`src/design/rbs_pkg.sv`:
```
package rbs_pkg;

   localparam int COORD_WIDTH_DEF = 32;
   localparam int FRAC_BITS_DEF   = 16;

   localparam int NUM_AXES  = 3;
   localparam int NUM_LANES = 2 * NUM_AXES;
   localparam int NUM_REGS  = NUM_LANES;
   localparam int IDX_WIDTH = 3;

   // Per-ray flags carried beside the divider lanes: lane signs, zero axes, inside axes.
   localparam int SIDE_FLAGS = NUM_LANES + 2 * NUM_AXES;

   typedef enum logic [IDX_WIDTH-1:0] {
      REG_MIN_X = 3'd0,
      REG_MIN_Y = 3'd1,
      REG_MIN_Z = 3'd2,
      REG_MAX_X = 3'd3,
      REG_MAX_Y = 3'd4,
      REG_MAX_Z = 3'd5
   } reg_index_type;

endpackage

```
`src/design/rbs_div_cell.sv`:
```
module rbs_div_cell
   import rbs_pkg::*;
#(
   parameter int W  = COORD_WIDTH_DEF,
   parameter int NB = W + 1 + FRAC_BITS_DEF,
   parameter int SW = W + SIDE_FLAGS
) (
   input  logic                          clock,
   input  logic                          reset,
   input  logic                          adv,
   input  logic                          valid_i,
   input  logic [NUM_LANES-1:0][NB-1:0]  nq_i,
   input  logic [NUM_LANES-1:0][W-1:0]   rem_i,
   input  logic [NUM_LANES-1:0][W-1:0]   dmag_i,
   input  logic [SW-1:0]                 side_i,
   output logic                          valid_o,
   output logic [NUM_LANES-1:0][NB-1:0]  nq_o,
   output logic [NUM_LANES-1:0][W-1:0]   rem_o,
   output logic [NUM_LANES-1:0][W-1:0]   dmag_o,
   output logic [SW-1:0]                 side_o
);

   logic                          valid_ff;
   logic [NUM_LANES-1:0][NB-1:0]  nq_ff, nq_in;
   logic [NUM_LANES-1:0][W-1:0]   rem_ff, rem_in;
   logic [NUM_LANES-1:0][W-1:0]   dmag_ff;
   logic [SW-1:0]                 side_ff;

   // One restoring step: the numerator shifts out at the top while
   // quotient bits shift in at the bottom of the same register.
   always_comb begin
      logic [W-1:0] cur;
      logic         take;
      for (int l = 0; l < NUM_LANES; l++) begin
         cur  = {rem_i[l][W-2:0], nq_i[l][NB-1]};
         take = (cur >= dmag_i[l]);
         rem_in[l] = take ? (cur - dmag_i[l]) : cur;
         nq_in[l]  = {nq_i[l][NB-2:0], take};
      end
   end

   always_ff @(posedge clock) begin
      if (reset) begin
         valid_ff <= 1'b0;
      end else if (adv) begin
         valid_ff <= valid_i;
      end
      if (adv) begin
         nq_ff   <= nq_in;
         rem_ff  <= rem_in;
         dmag_ff <= dmag_i;
         side_ff <= side_i;
      end
   end

   assign valid_o = valid_ff;
   assign nq_o    = nq_ff;
   assign rem_o   = rem_ff;
   assign dmag_o  = dmag_ff;
   assign side_o  = side_ff;

endmodule

```
`config.mk`:
```
export PLATFORM = sky130hd
export DESIGN_NAME = rbs_div_cell
export DESIGN_NICKNAME = d
export VERILOG_FILES = /design/src/design/rbs_pkg.sv /design/src/design/rbs_div_cell.sv
export SDC_FILE = /design/constraint.sdc
export NUM_CORES = 1
export LEC_CHECK = 0
export ABC_AREA = 1
export BUFFER_PORTS_ARGS = -buffer_cell sky130_fd_sc_hd__buf_2
export CAP_MARGIN = 10
export CORE_AREA = 3 3 557 559
export CTS_BUF_LIST = sky130_fd_sc_hd__clkbuf_8
export DETAILED_ROUTE_END_ITERATION = 8
export DIE_AREA = 0 0 560 562
export PLACE_DENSITY = 0.38
export SLEW_MARGIN = 30
export SYNTH_ARGS = -nofsm -noshare
export SYNTH_HDL_FRONTEND = slang
export SYNTH_SLANG_ARGS = --single-unit
```
`constraint.sdc`:
```
create_clock -name clock -period 2.1 [get_ports clock]
set_input_delay 0.21 -clock clock [delete_from_list [all_inputs] [get_ports clock]]
set_output_delay 0.21 -clock clock [all_outputs]
set_load 0.02 [all_outputs]
```
[Yosys cells after proc, flatten, opt, wreduce, memory -nomap -nowiden]
Cells that the tools add are included.
Storage, ports and cells
  flip-flop bits (word level): 723
  bits of input ports: 726
  logic and storage cells: 38
Operators by class
  $add $sub $neg: 6
  order comparisons: 6
  muxes and demuxes: 6
Operator list (number)
  $ge 32x32->1: 6
  $mux 32: 6
  $sub 32x32->32: 6

[Logic depth before layout (Yosys ltp)]
  depth in word-level cells: 2
  mapped depth: 16

[Worst setup path before layout]
No wires, ideal clock.
  path type: input to register
  start: in nq_i[293] (netlist bit)
  end: reg rem_ff (netlist bit rem_o[191]), data pin
  setup time: 0.253 ns
  data arrival time: 1.766 ns
  required time: 1.847 ns
  setup slack: 0.081 ns
  stages: 16
  path buffers: 1
  path through: inv_1 ha_1 fa_1 inv_1 nand2_1 nand2_1 nand3_1 nand2_2 nand2_1 nand3_1 nand2_1 nand2_4 inv_4 buf_6 nand2_2 nand2_1
RTL lines
  start: declaration: line rbs_div_cell.sv:12  | input logic [NUM_LANES-1:0][NB-1:0] nq_i,
  end signal: assignment: line rbs_div_cell.sv:50  | rem_ff <= rem_in;
  end: declaration: line rbs_div_cell.sv:25  | logic [NUM_LANES-1:0][W-1:0] rem_ff, rem_in;

[Worst setup path after layout]
  start: reg nq_ff (netlist bit nq_o[84])
  end: out nq_o[84] (netlist bit)
RTL lines
  start: declaration: line rbs_div_cell.sv:24  | logic [NUM_LANES-1:0][NB-1:0] nq_ff, nq_in;
  start signal: assignment: line rbs_div_cell.sv:49  | nq_ff <= nq_in;
  end: declaration: line rbs_div_cell.sv:17  | output logic [NUM_LANES-1:0][NB-1:0] nq_o,
No word-level cell between the ends.

==> run_results.csv <==
group,metric,value,unit
run_status,status,"complete, but fails checks",
run_status,violations,"setup timing",
grt,grt_start_max_net_pins,88,
clock_tree,tritoncts,"done",
clock_tree,h-tree-depth,4,
sta,max_freq,465,MHz
yosys,synth_area_leader_cell,"edfxtp_1",
placement,hpwl,202,mm
grt,grt_overflow_total,0,
finish,drive_above_1_share,30.0,%
yosys,yosysSeqAreaShare,53.9,%
yosys,synth_fa_ha_area_share,6.27,%
sta,final-setup-viol-count,4,
detailed_routing,ant_nets,0,
floorplanning,rows,203,
critical_path,end_kind,"output port",
finish,area.growth.synth_to_final,80.8,%
clock_tree,cts_buffer_depth,4,
sta,period_needed,2.15,ns
finish,final_area,72800,um2
yosys,synth-seq-cells,723,
floorplanning,initial_core_util,13.2,%
yosys,ys_warn_count,0,
sta,worst_pin_slew,0.783,ns
yosys,synth_xor_area_share,1.83,%
critical_path,path_cells,"buf_6",
sta,rsz0062_at_grt,"yes",
grt,grt_pass1_wl,337,mm
sta,holdWs,0.169,ns
floorplanning,core_area,306000,um2
placement,post_dp_cell_area,58000,um2
clock_tree,cts_buffers,152,
yosys,synthesis.area,40200,um2
finish,multi_input_area,14600,um2
clock_tree,cts_root_buf,"clkbuf_8",
power,power.leakage,36.1,nW
critical_path,path_max_fanout,1,
finish,final_common_cell,"nand2_1",
sta,finClkSkew,0,ns
yosys,synth_fp_nets,5636,
yosys,synth_top_family_by_area,"simple AND/OR/NAND/NOR gates",
detailed_routing,first_pass_iters,5,
detailed_routing,via_per_inst,3.58,
detailed_routing,wl_per_cell,19.6,um
critical_path,cpLargestDelayFamily,"flip-flops",
sta,hold_viol,0,
placement,portBuffers,1442,
critical_path,path_depth,1,
clock_tree,clock_latency,0.84,ns
finish,seq_area,21700,um2
critical_path,cp.required,1.89,ns
yosys,synth-simple-area-share,25.8,%
grt,track_usage,14.8,%
flow_run,cap_viol_max_count,0,
floorplanning,dieWidth,560,um
finish,fillers,33700,
yosys,synth_area_leaders,"edfxtp_1, nand2_1, inv_1",
grt,grt_pass1_vias,45700,
finish,stdcell_count,12400,
detailed_routing,drt_wl_total,242,mm
yosys,syn_area_per_cell,8.54,um2
placement,dp.cells,10900,
power,power.density,655,nW/um2
sta,finalWorstSetupSlack,-0.0506,ns
critical_path,cp_num_buf_inv,1,
sta,max_slew_margin,47.8,%
detailed_routing,via_count,44200,
sta,fin_crit_sh,102,%
critical_path,r2r_cells,3,
finish,finalNetCount,9072,
critical_path,critPathMaxStageDelay,0.84,ns
clock_tree,clkSinkCount,723,
hold_path,whs_path_depth,2,
critical_path,crit_type,"reg2out",
sta,slew_violations,0,
yosys,synthCells,4712,
yosys,synth_compound_area_share,2.04,%
placement,place_congestion,0.939,
critical_path,cp.arrival,1.94,ns
yosys,ys_types,29,
floorplanning,io_pins,1449,
clock_tree,clk_pin_slew,0.07,ns
power,max-vdd-ir-drop,624,uV
critical_path,crit_path_start_kind,"register",
floorplanning,die_area,315000,um2
yosys,yosysTopAreaCellShare,53.9,%
yosys,muxShareOfSynthArea,0.0249,%
detailed_routing,drtIter0Drc,2562,
detailed_routing,route.detailed.drc,0,
critical_path,slowest_stage,"edfxtp_1",
finish,layout_common_cells,"nand2_1, buf_2, dlygate4sd3_1, inv_1, edfxtp_1",
placement,pre_cts_ws,-0.457,ns
hold_path,min_path_type,"in2reg",
floorplanning,die_height,562,um
grt,antenna_found_initial,61,
-- metrics by stage --
| stage | total power, mW | util [%] | TNS, ns |
|---|---|---|---|
| after floorplan | 24.3 | - | 0 |
| final | 47.7 | 23.8 | -0.0814 |
| after detailed placement | 31.4 | 19.0 | -58.93 |
| after global routing | 50.5 | 23.8 | -0.451 |
| after CTS | 48.5 | 23.7 | -0.644 |
| after global placement | 31.5 | 19.0 | -55.70 |
-- cells in the mapped netlist --
| master | count |
|---|---|
| nand3b_1 | 21 |
| o21bai_1 | 24 |
| and2_1 | 18 |
| inv_4 | 5 |
| o21ai_0 | 18 |
| mux2i_1 | 1 |
| nor3_1 | 36 |
| or2_1 | 2 |
| buf_4 | 3 |
| dfxtp_1 | 1 |
| or2_2 | 6 |
| nand2_1 | 1856 |
| a21oi_2 | 3 |
| buf_6 | 33 |
| or2_0 | 4 |
| nand2_4 | 6 |
| fa_1 | 6 |
| inv_1 | 966 |
| a21oi_1 | 105 |
| ha_1 | 192 |
| nand3_1 | 261 |
| nand2_2 | 22 |
| edfxtp_1 | 722 |
| nor2_4 | 13 |
| nor2_2 | 8 |
| inv_2 | 10 |
| nor2_1 | 250 |
| nand4_1 | 36 |
| xor2_1 | 84 |
-- worst paths after layout --
path | startpoint | to | slack (ns)
setup / recovery | nq_o[84] | nq_o[84] | -0.05
hold / removal | nq_i[47] | nq_o[48] | 0.17
setup reg to reg | valid_o | valid_o | 0.97
hold reg to reg | valid_o | valid_o | 1.03
-- repair_timing --
action | in CTS | in global routing
pin swaps | 0 | 9
hold buffers | 1143 | 3
setup buffers | 0 | 8
gates cloned | 0 | 5
setup endpoints to repair | 13 | 148
endpoints found under the hold margin | 1081 | 3
resized for setup | 24 | 56
-- cell type report --
type                            instances  area share, %
Timing Repair Buffer                 3316           34.0
Sequential cell                       723           29.8
Multi-Input combinational cell       2973           20.1
Tap cell                             4100           7.05
Inverter                              981           5.11
Clock buffer                          155           2.93
Clock inverter                        107          0.881
Antenna cell                           17         0.0585
Timing Repair inverter                  1         0.0120
-- cells by family (layout without fill, tap and decap cells) --
kind of cell	count (synthesis)	after routing
adders and majority gates	198	198
and+or+nand+nor	2539	2540
AOI/OAI and AO/OA	150	150
muxes	1	1
DFF	723	723
other	0	17
xor gates and xnor gates	84	84
buffers and inverters	1017	4560
-- flip-flops by register name (all words and copies together), names as in the netlist --
| signal | count |
|---|---|
| nq_o | 294 |
| side_o | 44 |
| rem_o | 192 |
| dmag_o | 192 |
| valid_o | 1 |
-- layer usage --
layer	track usage [%]	vias up	part of all wire [%]
li1	-	21700	-
met5	0	-	0.049
met1	18.6	20700	43
met2	25.4	1544	48
met3	3.12	302	6.4
met4	3.72	18	2.6
-- report_power, final --
group | switching [mW] | internal [mW]
combinational | 8.64 | 6.12
clock | 7.14 | 7.50
sequential | 0.672 | 17.6
total | 16.4 | 31.2
Note: power is estimated with default switching activity, not from simulation.
