$ cat src/design/rbs_pkg.sv
package rbs_pkg;

   localparam int COORD_WIDTH_DEF = 32;
   localparam int FRAC_BITS_DEF   = 16;

   localparam int NUM_AXES  = 3;
   localparam int NUM_LANES = 2 * NUM_AXES;
   localparam int NUM_REGS  = NUM_LANES;
   localparam int IDX_WIDTH = 3;

   // Per-ray flags carried beside the divider lanes: lane signs, zero axes, inside axes.
   localparam int SIDE_FLAGS = NUM_LANES + 2 * NUM_AXES;

   typedef enum logic [IDX_WIDTH-1:0] {
      REG_MIN_X = 3'd0,
      REG_MIN_Y = 3'd1,
      REG_MIN_Z = 3'd2,
      REG_MAX_X = 3'd3,
      REG_MAX_Y = 3'd4,
      REG_MAX_Z = 3'd5
   } reg_index_type;

endpackage

$ cat src/design/rbs_back.sv
module rbs_back
   import rbs_pkg::*;
#(
   parameter int W  = COORD_WIDTH_DEF,
   parameter int NB = W + 1 + FRAC_BITS_DEF,
   parameter int SW = W + SIDE_FLAGS
) (
   input  logic                          clock,
   input  logic                          reset,
   input  logic                          adv,
   input  logic                          valid_i,
   input  logic [NUM_LANES-1:0][NB-1:0]  q_i,
   input  logic [SW-1:0]                 side_i,
   output logic                          valid_o,
   output logic                          hit_o,
   output logic signed [W-1:0]           nearest_o
);

   localparam logic signed [W-1:0] MAXV = {1'b0, {(W-1){1'b1}}};
   localparam logic signed [W-1:0] MINV = {1'b1, {(W-1){1'b0}}};
   localparam logic [NB-1:0]       HALF = {{(NB-W){1'b0}}, 1'b1, {(W-1){1'b0}}};

   logic                                 sl_valid_ff;
   logic signed [NUM_AXES-1:0][W-1:0]    near_ff, near_in, far_ff, far_in;
   logic signed [W-1:0]                  sl_nearest_ff;
   logic                                 valid_ff;
   logic                                 hit_ff, hit_in;
   logic signed [W-1:0]                  nearest_ff, nearest_in;

   // Saturate the quotients, then order each axis' crossings.
   always_comb begin
      logic signed [NUM_LANES-1:0][W-1:0] t;
      logic [NUM_LANES-1:0] neg;
      logic [NUM_AXES-1:0]  zero, in_slab;
      neg     = side_i[2*NUM_AXES +: NUM_LANES];
      zero    = side_i[NUM_AXES +: NUM_AXES];
      in_slab = side_i[0 +: NUM_AXES];
      for (int l = 0; l < NUM_LANES; l++) begin
         if (neg[l]) begin
            t[l] = (q_i[l] > HALF) ? MINV : W'(-q_i[l]);
         end else begin
            t[l] = (q_i[l] >= HALF) ? MAXV : q_i[l][W-1:0];
         end
      end
      for (int k = 0; k < NUM_AXES; k++) begin
         if (zero[k]) begin
            near_in[k] = in_slab[k] ? MINV : MAXV;
            far_in[k]  = in_slab[k] ? MAXV : MINV;
         end else if ($signed(t[k]) < $signed(t[k + NUM_AXES])) begin
            near_in[k] = t[k];
            far_in[k]  = t[k + NUM_AXES];
         end else begin
            near_in[k] = t[k + NUM_AXES];
            far_in[k]  = t[k];
         end
      end
   end

   always_comb begin
      logic signed [W-1:0] entry, exitd, hitd;
      entry = near_ff[0];
      exitd = far_ff[0];
      for (int k = 1; k < NUM_AXES; k++) begin
         if ($signed(near_ff[k]) > entry) entry = near_ff[k];
         if ($signed(far_ff[k]) < exitd) exitd = far_ff[k];
      end
      hitd = (entry > 0) ? entry : exitd;
      hit_in = !((exitd < 0) || (exitd < hitd) || (hitd > sl_nearest_ff));
      nearest_in = hit_in ? hitd : sl_nearest_ff;
   end

   always_ff @(posedge clock) begin
      if (reset) begin
         sl_valid_ff <= 1'b0;
         valid_ff    <= 1'b0;
      end else if (adv) begin
         sl_valid_ff <= valid_i;
         valid_ff    <= sl_valid_ff;
      end
      if (adv) begin
         near_ff       <= near_in;
         far_ff        <= far_in;
         sl_nearest_ff <= side_i[SW-1 -: W];
         hit_ff        <= hit_in;
         nearest_ff    <= nearest_in;
      end
   end

   assign valid_o   = valid_ff;
   assign hit_o     = hit_ff;
   assign nearest_o = nearest_ff;

endmodule

$ cat config.mk
export PLATFORM = sky130hd
export DESIGN_NAME = rbs_back
export DESIGN_NICKNAME = d
export VERILOG_FILES = /design/src/design/rbs_pkg.sv /design/src/design/rbs_back.sv
export SDC_FILE = /design/constraint.sdc
export NUM_CORES = 1
export LEC_CHECK = 0
export ABC_AREA = 1
export BUFFER_PORTS_ARGS = -buffer_cell sky130_fd_sc_hd__buf_2
export CAP_MARGIN = 10
export CORE_MARGIN = 8
export CORE_UTILIZATION = 40
export CTS_CLUSTER_SIZE = 12
export DETAILED_ROUTE_END_ITERATION = 12
export HOLD_SLACK_MARGIN = 0.08
export PLACE_DENSITY_LB_ADDON = 0.3
export SYNTH_ARGS = -nofsm -noshare
export SYNTH_HDL_FRONTEND = slang
export SYNTH_SLANG_ARGS = --single-unit
$ cat constraint.sdc
create_clock -name clock -period 6.9 [get_ports clock]
set_input_delay 0.69 -clock clock [delete_from_list [all_inputs] [get_ports clock]]
set_output_delay 0.69 -clock clock [all_outputs]
set_load 0.05 [all_outputs]
Word-level counts from Yosys, hierarchy flattened:

Cells that the tools add are included.
Widths: inputs -> output; s select.

* logic and storage cells: 85
* bits in registers: 259
* bits of input ports: 342
* output and inout port bits: 34

* order comparisons: 23
* multiplexer cells: 42
* reductions and logical operators: 3
* $add $sub $neg: 6

Operators by type and width (count)
* $mux 32: 42
* $ge 49x32->1 const B: 6
* $gt 49x32->1 const B: 6
* $lt 32x32->1: 6
* $neg 32->32: 6
* $gt 32x32->1: 3
* $gt 32x1->1 const B: 1
* $lt 32x1->1 const B: 1
* $logic_or 1x1->1: 2
* $logic_not 1->1: 1

Depth between registers and ports, before layout:

* depth after elaboration: 10
* gate-level depth with buffers: 57
* depth with buffers taken out: 52

Worst setup path after synthesis:

No wires, ideal clock.

* kind: flip-flop to flip-flop
* from: register near_ff[63] in the netlist's numbering
* to: register nearest_ff[18] (netlist: nearest_o[18]), data pin
* library setup time: 0.253 ns
* buffers on the path: 5
* arrival time: 6.517 ns
* clock period less this slack: 6.770 ns
* stages on the path, launching flop included: 47
* required time: 6.647 ns
* setup slack: 0.130 ns
* cells stage by stage: edfxtp_1 ha_1 nand4_1 inv_2 nand2_2 nor4_2 nand3_1 nand3_2 buf_6 buf_2 nand2_1 and2_1 ha_1 nand2_1 nor2_1 inv_1 nor4_1 o21ai_1 [11 not listed] inv_1 clkbuf_1 nand3_1 o21ai_0 ha_1 nand4_1 nor3_1 nor4b_1 nand4_1 o221ai_1 a221oi_1 nand3b_1 nand2_1 a21oi_4 nand3_2 buf_4 nand2_1 nand2_1

* longest elaborated chain between the ends: 10
* elaborated cells between the ends (all ways): 11
* classes of those cells: order compare: 5; mux: 4; reduce/logical: 2

Ends and longest elaborated chain
* start: declaration: line rbs_back.sv:24 `logic signed [NUM_AXES-1:0][W-1:0] near_ff, near_in, far_ff, far_in;`
* start signal: assignment: line rbs_back.sv:81 `near_ff <= near_in;`
* $gt 32x32->1: line rbs_back.sv:64 `if ($signed(near_ff[k]) > entry) entry = near_ff[k];`
* $mux 32 *: line rbs_back.sv:64
* $gt 32x32->1: line rbs_back.sv:64
* $mux 32 *: line rbs_back.sv:64
* $gt 32x1->1: line rbs_back.sv:67 `hitd = (entry > 0) ? entry : exitd;`
* $mux 32 *: line rbs_back.sv:67
* $lt 32x32->1: line rbs_back.sv:68 `hit_in = !((exitd < 0) || (exitd < hitd) || (hitd > sl_nearest_ff));`
* $logic_or 1x1->1 (2 in series): line rbs_back.sv:68
* $mux 32 *: line rbs_back.sv:69 `nearest_in = hit_in ? hitd : sl_nearest_ff;`
* named net nearest_in[18]: line rbs_back.sv:28 `logic signed [W-1:0] nearest_ff, nearest_in;`
* end signal: assignment: line rbs_back.sv:85 `nearest_ff <= nearest_in;`
* end: declaration: line rbs_back.sv:28

Mark *: on every way through the listed nets, which the timed path passes. The rest lies on a longest branch.
A chain may end at the register's enable or synchronous reset.

Worst setup path in the final report:

* from: register near_ff[21] in the netlist's numbering
* to: register nearest_ff[19] (netlist: nearest_o[19]), data pin

Same word-level chain as after synthesis.

==> results_dict.tcl <==
set metrics [dict create \
    place.gp.congestion 0.9711 \
    critPathArrivalTime_ns 7.80 \
    yosys_warnings 0 \
    grt_first_pass_wirelength_um 148900 \
    initialDrtViolationCount 3053 \
    critical_path_fanouts_max 16 \
    drc_errors 0 \
    route.antenna.remaining_nets 0 \
    pin_count_of_the_biggest_net_entering_global_routing 174 \
    hpwlAfterDp_um 79360 \
    placedInstanceArea_um2 32050 \
    synth_cell_type_count 61 \
    cp.required_ns 7.23 \
    post_synth_instance_area_um2 27600 \
    grt_pass1_vias 26844 \
    critPathMostFrequentCell "sky130_fd_sc_hd__buf_4" \
    worstHoldPathType "primary input to flip-flop" \
    clock_latency_ns 0.59 \
    layout_common_cells "sky130_fd_sc_hd__nand2_1 (1005), sky130_fd_sc_hd__inv_1 (551), sky130_fd_sc_hd__buf_2 (374)" \
    clkPwrFrac_pct 13.7 \
    globalRoute.totalOverflow 0 \
    globalRouteTotalUtil_pct 23.76 \
    synth-edff-count 257 \
    post-synth-top-area-cell "sky130_fd_sc_hd__edfxtp_1" \
    postSynth.topFlopCell "sky130_fd_sc_hd__edfxtp_1" \
    clock_sink_count 259 \
    ys_seq_area_share_pct 28.11 \
    ys_seq_elements 259 \
    power_leakage_uw 0.01660 \
    place_ws_ns -0.7784 \
    clkSlewWorstSetupHoldPaths_ns 0.06 \
    netSwitchingFraction_pct 46.21 \
    power_density_of_the_placed_cells_nw_per_um2 327.9 \
    finish.net_count 5148 \
    number_of_antenna_violations_at_the_first_check_in_global_routing 4 \
    run_status "complete, but fails checks" \
    p_sw_uw 5093 \
    numPortBuffers 375 \
    tightest_slew_ns 1.111 \
    syn-instance-count 3955 \
    grt_setup_unrepaired "true" \
    holdCritStartpoint "reset" \
    max_freq_mhz 134.0 \
    numCtsBuffers 29 \
    clockBufferDepth 3 \
    p_seq_share_pct 20.6 \
    cpMaxStageDelayCell "sky130_fd_sc_hd__edfxtp_1" \
    die_height_um 278.7 \
    io_pins 376 \
    timing.clock.skew_ns 0.01015 \
    synth.avg_cell_area_um2 6.979 \
    synth_largest_type_area_fraction_pct 27.96 \
    finalSetupViolCount 33 \
    finalWorstSetupSlack_ns -0.5654 \
    num_rows 96 \
    timing.critical_path.from_type "flip-flop" \
    vias_per_cell 5.366 \
    synthTopCellsByArea "sky130_fd_sc_hd__edfxtp_1 (28%), sky130_fd_sc_hd__nand2_1 (14%), sky130_fd_sc_hd__ha_1 (13%), sky130_fd_sc_hd__inv_1 (7.5%), sky130_fd_sc_hd__o21ai_0 (5.1%)" \
    ir_drop_v 0.0003403 \
    startpoint "near_ff[21]" \
    path_class "flip-flop to flip-flop" \
    final_layout_size_suffix_gt1_share_pct 19.01 \
    reg2reg_from "near_ff[21]" \
    layout_commonest_cell "sky130_fd_sc_hd__nand2_1" \
    worst_setup_path_end_kind "flip-flop" \
    hold_viol_final 0 \
    drt-pass1-iter-count 6 \
    max_cap_violations 0 \
    timing.final.max_slew_violations 0 \
    share_comb_of_total_power_pct 65.7 \
    cts_max_level 1 \
    timing.max_slew.rel_slack_pct 25.94 \
    final_cell_area_um2 33600 \
    cts_root_buffer "sky130_fd_sc_hd__clkbuf_16" \
    async_flop_share_pct 0 \
    internal_power_contribution_uw 5927 \
    placeableCoreArea_um2 68470 \
    tritoncts "built" \
    avgRoutedWirePerCell_um 17.94 \
    cp_slowest_stage_delay_ns 0.35 \
    start_util_pct 40.31 \
    violations "setup timing" \
    area_delta_synth_final_pct 21.75 \
    floorplan.die_area_um2 77670 \
    synth_nets 4584 \
    portion_of_the_clock_cycle_consumed_by_the_worst_path_in_the_final_layout_pct 108.2 \
    wl_um 97280 \
    route.vias.total 29105 \
    dieWidth_um 278.7 \
    final.min_clock_period_ns 7.465 \
]
[cell usage after synthesis, types with 47 or more instances]
library cell                  n
sky130_fd_sc_hd__clkbuf_1    84
sky130_fd_sc_hd__edfxtp_1   257
sky130_fd_sc_hd__nor2_1     300
sky130_fd_sc_hd__nor3_1      58
sky130_fd_sc_hd__nand3_1    252
sky130_fd_sc_hd__o21ai_0    282
sky130_fd_sc_hd__xor2_1     104
sky130_fd_sc_hd__o211ai_1    47
sky130_fd_sc_hd__o221ai_1    65
sky130_fd_sc_hd__nand4_1    102
sky130_fd_sc_hd__inv_1      552
sky130_fd_sc_hd__nand2_1   1009
sky130_fd_sc_hd__ha_1       287
sky130_fd_sc_hd__a21oi_1    177
[stage by stage]
stage	util (%)	hold WS [ns]	instances	power (µW)	setup TNS, ns
finish	49.08	0.2725	5424	11020	-17.75
global route	49.08	0.2698	5423	11900	-32.82
CTS	48.90	0.2548	5415	10820	-6.617
detailed placement	46.81	0.4457	5325	9017	-24.95
global placement	46.81	0.4402	5325	8944	-17.74
floorplan	-	0.4303	3955	6284	0
[what timing repair did]
| item | in CTS | in global routing |
|---|---|---|
| pin swaps | 5 | 9 |
| gates resized for setup | 45 | 11 |
| buffers inserted | 36 | 4 |
| hold buffers | 0 | 0 |
| endpoints found under the setup margin | 33 | 33 |
| cloned | 3 | 2 |
[sequential cells by signal, indices dropped and copies added, names as in the netlist]
| register | count |
|---|---|
| hit_o | 1 |
| nearest_o | 32 |
| sl_valid_ff | 1 |
| sl_nearest_ff | 32 |
| near_ff | 96 |
| valid_o | 1 |
| far_ff | 96 |
[cell type report]
class                      instances  area [µm²]
multi-input combinational       2973       17160
fill                            6832       34860
clock buffer                      35       748.2
clock inverter                    16       167.7
timing repair buffer             691        4538
antenna                            3       7.507
inverter                         565        2121
tap                              882        1104
sequential                       259        7757
[power groups by stage]
stage                     Combinational [µW]  Sequential, µW  Clock [µW]
after floorplan                         3710            2580           0
after global placement                  6650            2290           0
after detailed placement                6720            2300           0
after CTS                               7010            2270        1540
after global routing                    8020            2290        1590
final                                   7240            2270        1510
[per-layer routing]
metal | track usage (%) | part of all wire (%) | up-vias
met2 | 39.06 | 46 | 1060
met1 | 32.98 | 44 | 13375
met5 | 0 | 0 | -
met3 | 2.129 | 6.7 | 167
li1 | - | - | 14503
met4 | 7.166 | 3.3 | 0
[path summary, 6_finish.rpt]
path | endpoint | cells past startpoint | slack, ns
min | valid_o | 2 | 0.27
max | nearest_o[19] | 53 | -0.57
min reg2reg | valid_o | 2 | 0.44
max reg2reg | nearest_o[19] | 53 | -0.57
[critical path, delay by kind of cell (launching register included)]
family,cells,cell delay (ns)
fa+ha+maj,2,0.60
flops,1,0.35
simple gates,21,2.27
compound gates,8,1.14
buf+inv,22,2.82
[cell families after synthesis]
kind of cell / count (synthesis) / share of synthesized area [%]
adders and majority gates: 287 / 13.01
DFF: 259 / 28.11
AOI/OAI and AO/OA: 691 / 14.90
xor gates and xnor gates: 125 / 3.966
and+or+nand+nor: 1869 / 29.62
buffers and inverters: 724 / 10.39
No activity file was read; power rests on OpenSTA's default activity.
