--- config.mk ---
export PLATFORM = sky130hd
export DESIGN_NAME = rbs_front
export DESIGN_NICKNAME = d
export VERILOG_FILES = /design/src/design/rbs_pkg.sv /design/src/design/rbs_front.sv
export SDC_FILE = /design/constraint.sdc
export NUM_CORES = 1
export LEC_CHECK = 0
export BUFFER_PORTS_ARGS = -buffer_cell sky130_fd_sc_hd__buf_4
export CAP_MARGIN = 40
export CORE_AREA = 10 10 361 363
export DETAILED_ROUTE_END_ITERATION = 8
export DIE_AREA = 0 0 371 373
export GPL_ROUTABILITY_DRIVEN = 0
export PLACE_DENSITY = 0.55
export SLEW_MARGIN = 20
export SYNTH_ARGS = -nofsm -noshare
export SYNTH_HDL_FRONTEND = slang
export SYNTH_SLANG_ARGS = --single-unit
--- constraint.sdc ---
create_clock -name clock -period 5.41 [get_ports clock]
set_clock_uncertainty 0.1 [all_clocks]
set_input_delay 0.2705 -clock clock [delete_from_list [all_inputs] [get_ports clock]]
set_output_delay 0.2705 -clock clock [all_outputs]
set_load 0.005 [all_outputs]
--- src/design/rbs_pkg.sv ---
package rbs_pkg;

   localparam int COORD_WIDTH_DEF = 32;
   localparam int FRAC_BITS_DEF   = 16;

   localparam int NUM_AXES  = 3;
   localparam int NUM_LANES = 2 * NUM_AXES;
   localparam int NUM_REGS  = NUM_LANES;
   localparam int IDX_WIDTH = 3;

   // Per-ray flags carried beside the divider lanes: lane signs, zero axes, inside axes.
   localparam int SIDE_FLAGS = NUM_LANES + 2 * NUM_AXES;

   typedef enum logic [IDX_WIDTH-1:0] {
      REG_MIN_X = 3'd0,
      REG_MIN_Y = 3'd1,
      REG_MIN_Z = 3'd2,
      REG_MAX_X = 3'd3,
      REG_MAX_Y = 3'd4,
      REG_MAX_Z = 3'd5
   } reg_index_type;

endpackage

--- src/design/rbs_front.sv ---
module rbs_front
   import rbs_pkg::*;
#(
   parameter int W  = COORD_WIDTH_DEF,
   parameter int F  = FRAC_BITS_DEF,
   parameter int NB = W + 1 + F,
   parameter int SW = W + SIDE_FLAGS
) (
   input  logic                            clock,
   input  logic                            reset,
   input  logic                            adv,
   input  logic                            in_valid,
   input  logic signed [NUM_AXES-1:0][W-1:0] org,
   input  logic signed [NUM_AXES-1:0][W-1:0] dir,
   input  logic signed [W-1:0]             nearest,
   input  logic        [NUM_LANES-1:0][W-1:0] box,
   output logic                            valid_o,
   output logic [NUM_LANES-1:0][NB-1:0]    nq_o,
   output logic [NUM_LANES-1:0][W-1:0]     dmag_o,
   output logic [SW-1:0]                   side_o
);

   logic                          valid_ff;
   logic [NUM_LANES-1:0][NB-1:0]  nq_ff, nq_in;
   logic [NUM_LANES-1:0][W-1:0]   dmag_ff, dmag_in;
   logic [SW-1:0]                 side_ff, side_in;

   always_comb begin
      logic signed [W:0] num;
      logic [W:0]        mag;
      logic [NUM_LANES-1:0] neg;
      logic [NUM_AXES-1:0]  zero, in_slab;
      int                   a;
      for (int l = 0; l < NUM_LANES; l++) begin
         a = l % NUM_AXES;
         num = {box[l][W-1], box[l]} - {org[a][W-1], org[a]};
         mag = num[W] ? (W+1)'(-num) : num;
         nq_in[l] = {mag, {F{1'b0}}};
         dmag_in[l] = dir[a][W-1] ? W'(-dir[a]) : dir[a];
         neg[l] = num[W] ^ dir[a][W-1];
      end
      for (int k = 0; k < NUM_AXES; k++) begin
         zero[k] = (dir[k] == '0);
         in_slab[k] = ($signed(box[k]) <= $signed(org[k])) &&
                      ($signed(org[k]) <= $signed(box[k + NUM_AXES]));
      end
      side_in = {nearest, neg, zero, in_slab};
   end

   always_ff @(posedge clock) begin
      if (reset) begin
         valid_ff <= 1'b0;
      end else if (adv) begin
         valid_ff <= in_valid;
      end
      if (adv) begin
         nq_ff   <= nq_in;
         dmag_ff <= dmag_in;
         side_ff <= side_in;
      end
   end

   assign valid_o = valid_ff;
   assign nq_o    = nq_ff;
   assign dmag_o  = dmag_ff;
   assign side_o  = side_ff;

endmodule

* After elaboration in Yosys (flattened, before gate mapping)
Cells that the tools add are included.
** Operators by class
- Bitwise gates (word level) :: 6
- $add $sub $neg :: 15
- Magnitude comparators :: 6
- Multiplexer cells :: 9
- Reductions and logical operators :: 6
** Operators with widths (count)
- $neg A33 Y33 :: 6
- $sub A32 B32 Y33 :: 6
- $le A32 B32 Y1 :: 6
- $mux W32 :: 6
- $logic_not A32 Y1 :: 3
- $neg A32 Y32 :: 3
- $mux W31 :: 3
- $xor A1 B1 Y1 :: 6
- $logic_and A1 B1 Y1 :: 3
** Storage, ports and cells
- Bits in registers :: 339
- Word-level logic and storage cells :: 62
- Output and inout bits :: 531

* Depth between registers and ports, before layout
Gate-level depths: netlist of run 1.
- Word-level depth :: 3
- Gate-level depth with buffers :: 14
- Gate-level depth less buffers :: 13

* Least setup slack after synthesis of run 1
OpenSTA, ideal clock, no wires.
- Path kind :: input port to flip-flop
- From :: input port box[96] (netlist bit)
- To :: register nq_ff, in the netlist nq_o[190], data pin
- Arrival :: 3574 ps
- Data required time :: 5046 ps
- Setup slack :: 1473 ps
- Buffers on the path :: 0
- Setup time :: 264 ps
- Stages on the path :: 13
- Cell sequence :: inv_1 -> ha_1 -> fa_1 -> nand2b_1 -> a21oi_1 -> o21a_1 -> xor2_1 -> or3_4 -> or3_4 -> or4_4 -> or4_4 -> o31ai_4 -> xnor2_1
** RTL lines
- start, declared :: line rbs_front.sv:16 : input logic [NUM_LANES-1:0][W-1:0] box,
- end signal, assigned :: line rbs_front.sv:57 : nq_ff <= nq_in;
- end, declared :: line rbs_front.sv:24 : logic [NUM_LANES-1:0][NB-1:0] nq_ff, nq_in;

==> results of run 1 <==
placed cells by master (no fill, tap or decap), types with 34 or more instances in the layout:
cell,n
ha_1,207
clkbuf_16,47
a21o_1,69
nand2_1,242
nand3_1,61
buf_4,866
nor2_1,206
o21ai_0,222
nor3_1,74
o21a_1,34
nor4_1,37
xnor2_1,287
a21oi_1,242
edfxtp_1,338
or3_1,57
conb_1,96
o31ai_1,66
nand4_1,54
inv_1,163
dlygate4sd3_1,165
xor2_1,122
a31oi_1,34
where the power goes:
part	switching, mW	internal (mW)	total (mW)
sequential	0.224	3.52	3.75
clock	1.34	1.82	3.16
combinational	2.52	1.97	4.49
total	4.08	7.31	11.4
metrics by stage:
step | std cells | cell area [um^2] | util (%) | setup slack [ns] | hold slack, ns
2_1_floorplan | 3414 | 30400 | - | 1.47 | 0.243
3_3_place_gp | 5621 | 37100 | 30.2 | 0.806 | 0.328
3_5_place_dp | 5624 | 37200 | 30.2 | 0.750 | 0.332
4_1_cts | 5875 | 40300 | 32.8 | 1.00 | 0.0192
5_1_grt | 5883 | 40400 | 32.8 | 0.776 | 0.0551
6_report | 5888 | 40400 | 32.8 | 0.940 | 0.0421
flip-flops by register name (all words and copies together) (netlist names):
| signal | count |
|---|---|
| valid_o | 1 |
| dmag_o | 96 |
| side_o | 44 |
| nq_o | 198 |
final timing paths:
| kind | cells after the start | from | endpoint | slack, ns |
|---|---|---|---|---|
| max | 12 | dir[67] | dmag_o[187] | 0.94 |
| min reg2reg | 3 | valid_o | valid_o | 0.96 |
| max reg2reg | 3 | valid_o | valid_o | 4.17 |
| min | 1 | adv | dmag_o[189] | 0.04 |
layout make-up:
type / instances / area, um^2
diodes: 11 / 27.5
multi-input cells: 2613 / 17800
inverters: 163 / 612
clock inverters: 26 / 233
repair buffers: 1039 / 8260
well taps: 1637 / 2050
fillers: 12900 / 82600
flip-flops and latches: 339 / 10200
clock buffers: 60 / 1280
critical path, delay by kind of cell:
kind / cells / cell delay [ns]
xor gates and xnor gates: 1 / 0.10
AOI/OAI and AO/OA: 1 / 0.39
and+or+nand+nor: 7 / 2.72
buffers and inverters: 3 / 1.25
per-layer routing:
layer / global-route usage, % / vias to the layer above / wire length (um)
li1: - / 13800 / -
met1: 22.6 / 14100 / 56400
met2: 32.2 / 1243 / 66400
met3: 4.01 / 162 / 9970
met4: 5.60 / 10 / 4010
met5: 0 / - / 54
cells by family (layout without fill, tap and decap cells):
group                      count (synthesis)  after routing
DFF                                      339            339
buffers and inverters                    462           1288
xor gates and xnor gates                 409            409
AOI/OAI and AO/OA                        936            936
other                                      1            107
muxes                                      9              9
and+or+nand+nor                          950            950
adders and majority gates                213            213
what timing repair did:
| action | 4_1_cts | 5_1_grt |
|---|---|---|
| hold buffers | 165 | 0 |
| gates resized for setup | 0 | 0 |
| hold endpoints to repair | 131 | 0 |
==> qor.txt, run 1 <==
CP peak stage delay = 0.62 ns
Leak = 16.6 nW
Io pins = 951
CTS root buffer = clkbuf_16
Tot Pwr = 11.4 mW
Port buffer count = 854
Final hold vios = 0
Ys async rst share = 0%
CP max-delay cell = or4_1
Adder-Cell Fraction of Synth Area = 9.03%
Largest family of logic cells by synthesized area = compound AO/OA/AOI/OAI gates
Largest area contributor in the netlist = edfxtp_1
Final setup violation count = 0
Synth Instances = 3319
Data required time of the worst path = 5.66 ns
Maximum VDD drop = 0.000235 V
Simple logic cell fraction of the synthesized area = 16.2%
Share of the yosys chip area belonging to registers = 33.9%
Top_reg_cell synth = edfxtp_1
Core Region = 123000 um^2
Setup TNS = 0 ns
Row cnt = 129
Setup crit end kind = register
Total clock sinks = 339
CP Data Arrival Time = 4.72 ns
Max-capacitance violation count = 0
#FFs+latches synth = 339
Post-CTS setup buffer count = 0
Most frequent CP cell = or4_1
Number of flops mapped to enable cells by yosys = 338
Grt total ovfl = 0
Final WL = 137 mm
Dpl hpwl = 114 mm
Layout cells sized above 1 = 23.5%
Worst rel slew slack = 39.2%
Post-Syn Area per Cell = 9.04 um^2
Mapped cell area = 30000 um^2
Fin crit period = 4.47 ns
Synth cell count leaders = edfxtp_1, xnor2_1, a21oi_1, nand2_1, o21ai_0
Via count = 29300
Htree depth = 2
Initial antenna violation count = 20
CP max FO = 5
Largest net degree at the start of global routing = 105
ANT nets after route = 0
Multiplexer share of the synthesized area = 0.308%
Top cell type's share of synthesized area = 33.8%
Crit-path cells = dlygate4sd3_1 -> buf_4 -> or3_1 -> nor3_1 -> nand3_1 -> or4_1 -> or4_1 -> or4_1 -> nand2b_1 -> o41ai_1 -> xnor2_1 -> dlygate4sd3_1
Post-synthesis cell type count = 97
Ranking of synthesized cells by area = edfxtp_1, ha_1, xnor2_1, buf_4, a21oi_1
PwrDens = 282 nW/um^2
Complex-gate fraction of the synthesized area = 20.4%
NumNets Final = 4836
Reg clk slew, reported paths = 0.05 ns
Status = finished, final reports clean
Most common cell in the netlist = edfxtp_1
Synth Area in XOR/XNOR = 11.9%
Area growth syn-to-layout = 34.6%
Crit path launch type = input pin
Crit share post-route = 82.6%
Full die area = 138000 um^2
Achievable Freq = 224 MHz
Post-DR wirelength/cell = 23.2 um
Initial Util = 24.4%
Vias in the first global route = 29100
Slew @ Worst Pin = 0.900 ns
Hold crit path type = input pin to register
Vias per cell = 4.97
Skew-Pair Late Insertion Delay = 0.61 ns
CTS tree = yes
Pins Over Slew Limit = 0
GRT Util Overall = 18.5%
Horiz. Die Dim = 371 um
Die height = 373 um
First-pass GRT wire length = 195 mm
DRT iter0 DRCs = 2552
CTS Buf Count = 47
First drt pass iteration count = 6
Residual DRC = 0
Longest Clk Path Bufs = 3
Yosys warns = 0
RSZ-0062 raised after global routing = false
CP Class = input pin to register
Note: power is estimated with default switching activity, not from simulation.
==> run 2: changes to the inputs <==
--- a/config.mk
+++ b/config.mk
@@ -5,13 +5,14 @@
 export SDC_FILE = /design/constraint.sdc
 export NUM_CORES = 1
 export LEC_CHECK = 0
+export ABC_AREA = 1
 export BUFFER_PORTS_ARGS = -buffer_cell sky130_fd_sc_hd__buf_4
 export CAP_MARGIN = 40
 export CORE_AREA = 10 10 361 363
 export DETAILED_ROUTE_END_ITERATION = 8
 export DIE_AREA = 0 0 371 373
 export GPL_ROUTABILITY_DRIVEN = 0
-export PLACE_DENSITY = 0.55
+export PLACE_DENSITY = 0.6
 export SLEW_MARGIN = 20
 export SYNTH_ARGS = -nofsm -noshare
 export SYNTH_HDL_FRONTEND = slang
==> constraint.sdc (replaced) <==
create_clock -name clock -period 4.6 [get_ports clock]
set_clock_uncertainty 0.1 [all_clocks]
set_input_delay 0.23 -clock clock [delete_from_list [all_inputs] [get_ports clock]]
set_output_delay 0.23 -clock clock [all_outputs]
set_load 0.005 [all_outputs]
==> run 2 against run 1 <==
Against the previous run: sequential share of layout area fell by 2.8 points; largest cell class unchanged; critical path depth up 6; register-to-register slack worse by 0.83 ns; cell area rose by 13%; critical endpoint is now nq_o[175].
==> qor.txt, run 2 <==
Status = finished, final reports clean
Final setup violation count = 0
Vias in the first global route = 35600
Crit share post-route = 73.2%
Ys async rst share = 0%
Initial antenna violation count = 14
Post-synthesis cell type count = 54
Residual DRC = 0
Longest Clk Path Bufs = 3
CTS tree = yes
Pins Over Slew Limit = 0
Core Region = 123000 um^2
Layout cells sized above 1 = 16.7%
Worst rel slew slack = 39.4%
Io pins = 951
Buffers plus inverters on the worst setup path = 4
Largest register FFs = 198
Yosys warns = 0
Leak = 23.6 nW
Top cell type's share of synthesized area = 29.0%
Final WL = 157 mm
Final hold vios = 0
Most frequent cells in the layout = nand2_1, inv_1, buf_4
Area growth syn-to-layout = 30.1%
CTS root buffer = clkbuf_16
Grt total ovfl = 0
GRT Util Overall = 21.3%
Filler cell count = 13100
Horiz. Die Dim = 371 um
Synth Instances = 5379
CP max-delay cell = dlygate4sd3_1
Multi-input gate area = 20200 um^2
Post-DR wirelength/cell = 19.6 um
Slew @ Worst Pin = 0.910 ns
CP max FO = 23
Htree depth = 2
Crit path from = org[0]
Share of the yosys chip area belonging to registers = 29.1%
Achievable Freq = 297 MHz
Setup TNS = 0 ns
Fin crit period = 3.37 ns
Reg clk slew, reported paths = 0.06 ns
PwrDens = 308 nW/um^2
First drt pass iteration count = 6
#FFs+latches synth = 339
Largest net degree at the start of global routing = 85
DRT iter0 DRCs = 3271
Max-capacitance violation count = 0
Tot Pwr = 14.0 mW
Row cnt = 129
Worst min-delay path startpoint = box[0]
Min-Delay Endpoint = nq_o[16]
Full die area = 138000 um^2
Commonest non-fill, non-tap cell in the layout = nand2_1
NumNets Final = 6955
First-pass GRT wire length = 225 mm
Maximum VDD drop = 0.000259 V
Number of flops mapped to enable cells by yosys = 338
Initial Util = 28.5%
CTS Buf Count = 46
FF-to-FF Start = valid_o
Hold depth = 4
Post-CTS setup buffer count = 0
Mapped cell area = 35000 um^2
Via count = 37900
ANT nets after route = 0
Dpl hpwl = 136 mm
Reg2Reg Capture Point = valid_o
Data required time of the worst path = 4.86 ns
FF/Latch Area = 10200 um^2
Setup crit end kind = register
Ranking of synthesized cells by area = edfxtp_1, nand2_1, inv_1, ha_1, nor2_1
CP peak stage delay = 0.54 ns
Hold crit path type = input pin to register
Vias per cell = 4.73
CP Data Arrival Time = 3.63 ns
Crit-path cells = dlygate4sd3_1 -> buf_4 -> ha_1 -> fa_1 -> inv_1 -> nand3_1 -> nand2_1 -> nand2_1 -> nand2_2 -> nand2_1 -> nand2_1 -> nand2_1 -> nand2_1 -> nand2_1 -> nand2_2 -> buf_4 -> o21ai_0 -> xor2_1
Total clock sinks = 339
CP Class = input pin to register
Most common cell in the netlist = nand2_1
Most frequent CP cell = nand2_1
Worst reg-to-reg path cell count = 3
Die height = 373 um
Synth cell count leaders = nand2_1, inv_1, nor2_1
Delay-heaviest family, CP = simple AND/OR/NAND/NOR gates
Skew-Pair Late Insertion Delay = 0.62 ns
Reg-to-reg slack, setup = 3.34 ns
Crit path launch type = input pin
RSZ-0062 raised after global routing = false
Top_reg_cell synth = edfxtp_1
Largest area contributor in the netlist = edfxtp_1
Post-Syn Area per Cell = 6.51 um^2
Port buffer count = 854
==> run 2: tightest hold or removal path, stage by stage <==
cell	delay, ns
buf_4	0.11
inv_1	0.04
ha_1	0.17
inv_1	0.07
==> run 2: cells by family after synthesis <==
| group | share of synthesized area (%) |
|---|---|
| AO/OA/AOI/OAI | 5.99 |
| adder cells (fa/ha/maj) | 7.74 |
| flip-flops | 29.1 |
| AND/OR/NAND/NOR | 36.9 |
| XOR/XNOR | 6.04 |
| other | 0.0107 |
| buffers and inverters | 14.2 |
| multiplexers | 0.0286 |
==> run 2: layer usage <==
layer	vias to the layer above	global-route usage [%]	routed length, um
li1	18700	-	-
met1	17400	30.1	72100
met2	1573	31.7	66000
met3	238	4.07	12400
met4	12	8.04	6240
met5	-	0	85
==> run 2: final cells by class <==
type                            count  area share (%)
Clock inverter                     30           0.929
Sequential cell                   339            22.3
Multi-Input combinational cell   4017            44.4
Timing Repair Buffer             1022            17.8
Antenna cell                        9          0.0495
Clock buffer                       53            2.59
Tap cell                         1637            4.50
Inverter                          896            7.39
==> run 2: where the power goes <==
part	internal [mW]	switching (mW)
Combinational	2.25	3.57
Clock	2.35	1.53
Sequential	4.11	0.224
==> run 2: how the worst max path moves through the flow <==
stage	end	slack, ns	cells past startpoint
detailed placement	nq_o[234]	0.95	18
CTS	dmag_o[124]	1.28	15
finish	nq_o[175]	1.23	18
global placement	nq_o[242]	0.91	19
floorplan	nq_o[242]	2.03	21
global route	nq_o[175]	1.03	18
==> run 2: timing repair <==
| item | CTS | global route |
|---|---|---|
| endpoints found under the setup margin | 0 | 0 |
| hold endpoints to repair | 136 | 1 |
| hold buffers | 155 | 1 |
| resized for setup | 0 | 0 |
==> run 2: per-stage QoR <==
stage | util (%) | hold slack [ns] | area (um^2) | cells | worst slack, ns
detailed placement | 34.4 | 0.296 | 42300 | 7755 | 0.946
global route | 37.0 | 0.0326 | 45500 | 7999 | 1.03
CTS | 37.0 | 0.00155 | 45500 | 7993 | 1.28
floorplan | - | 0.202 | 35400 | 5474 | 2.03
finish | 37.0 | 0.0573 | 45500 | 8003 | 1.23
global placement | 34.4 | 0.288 | 42300 | 7755 | 0.908
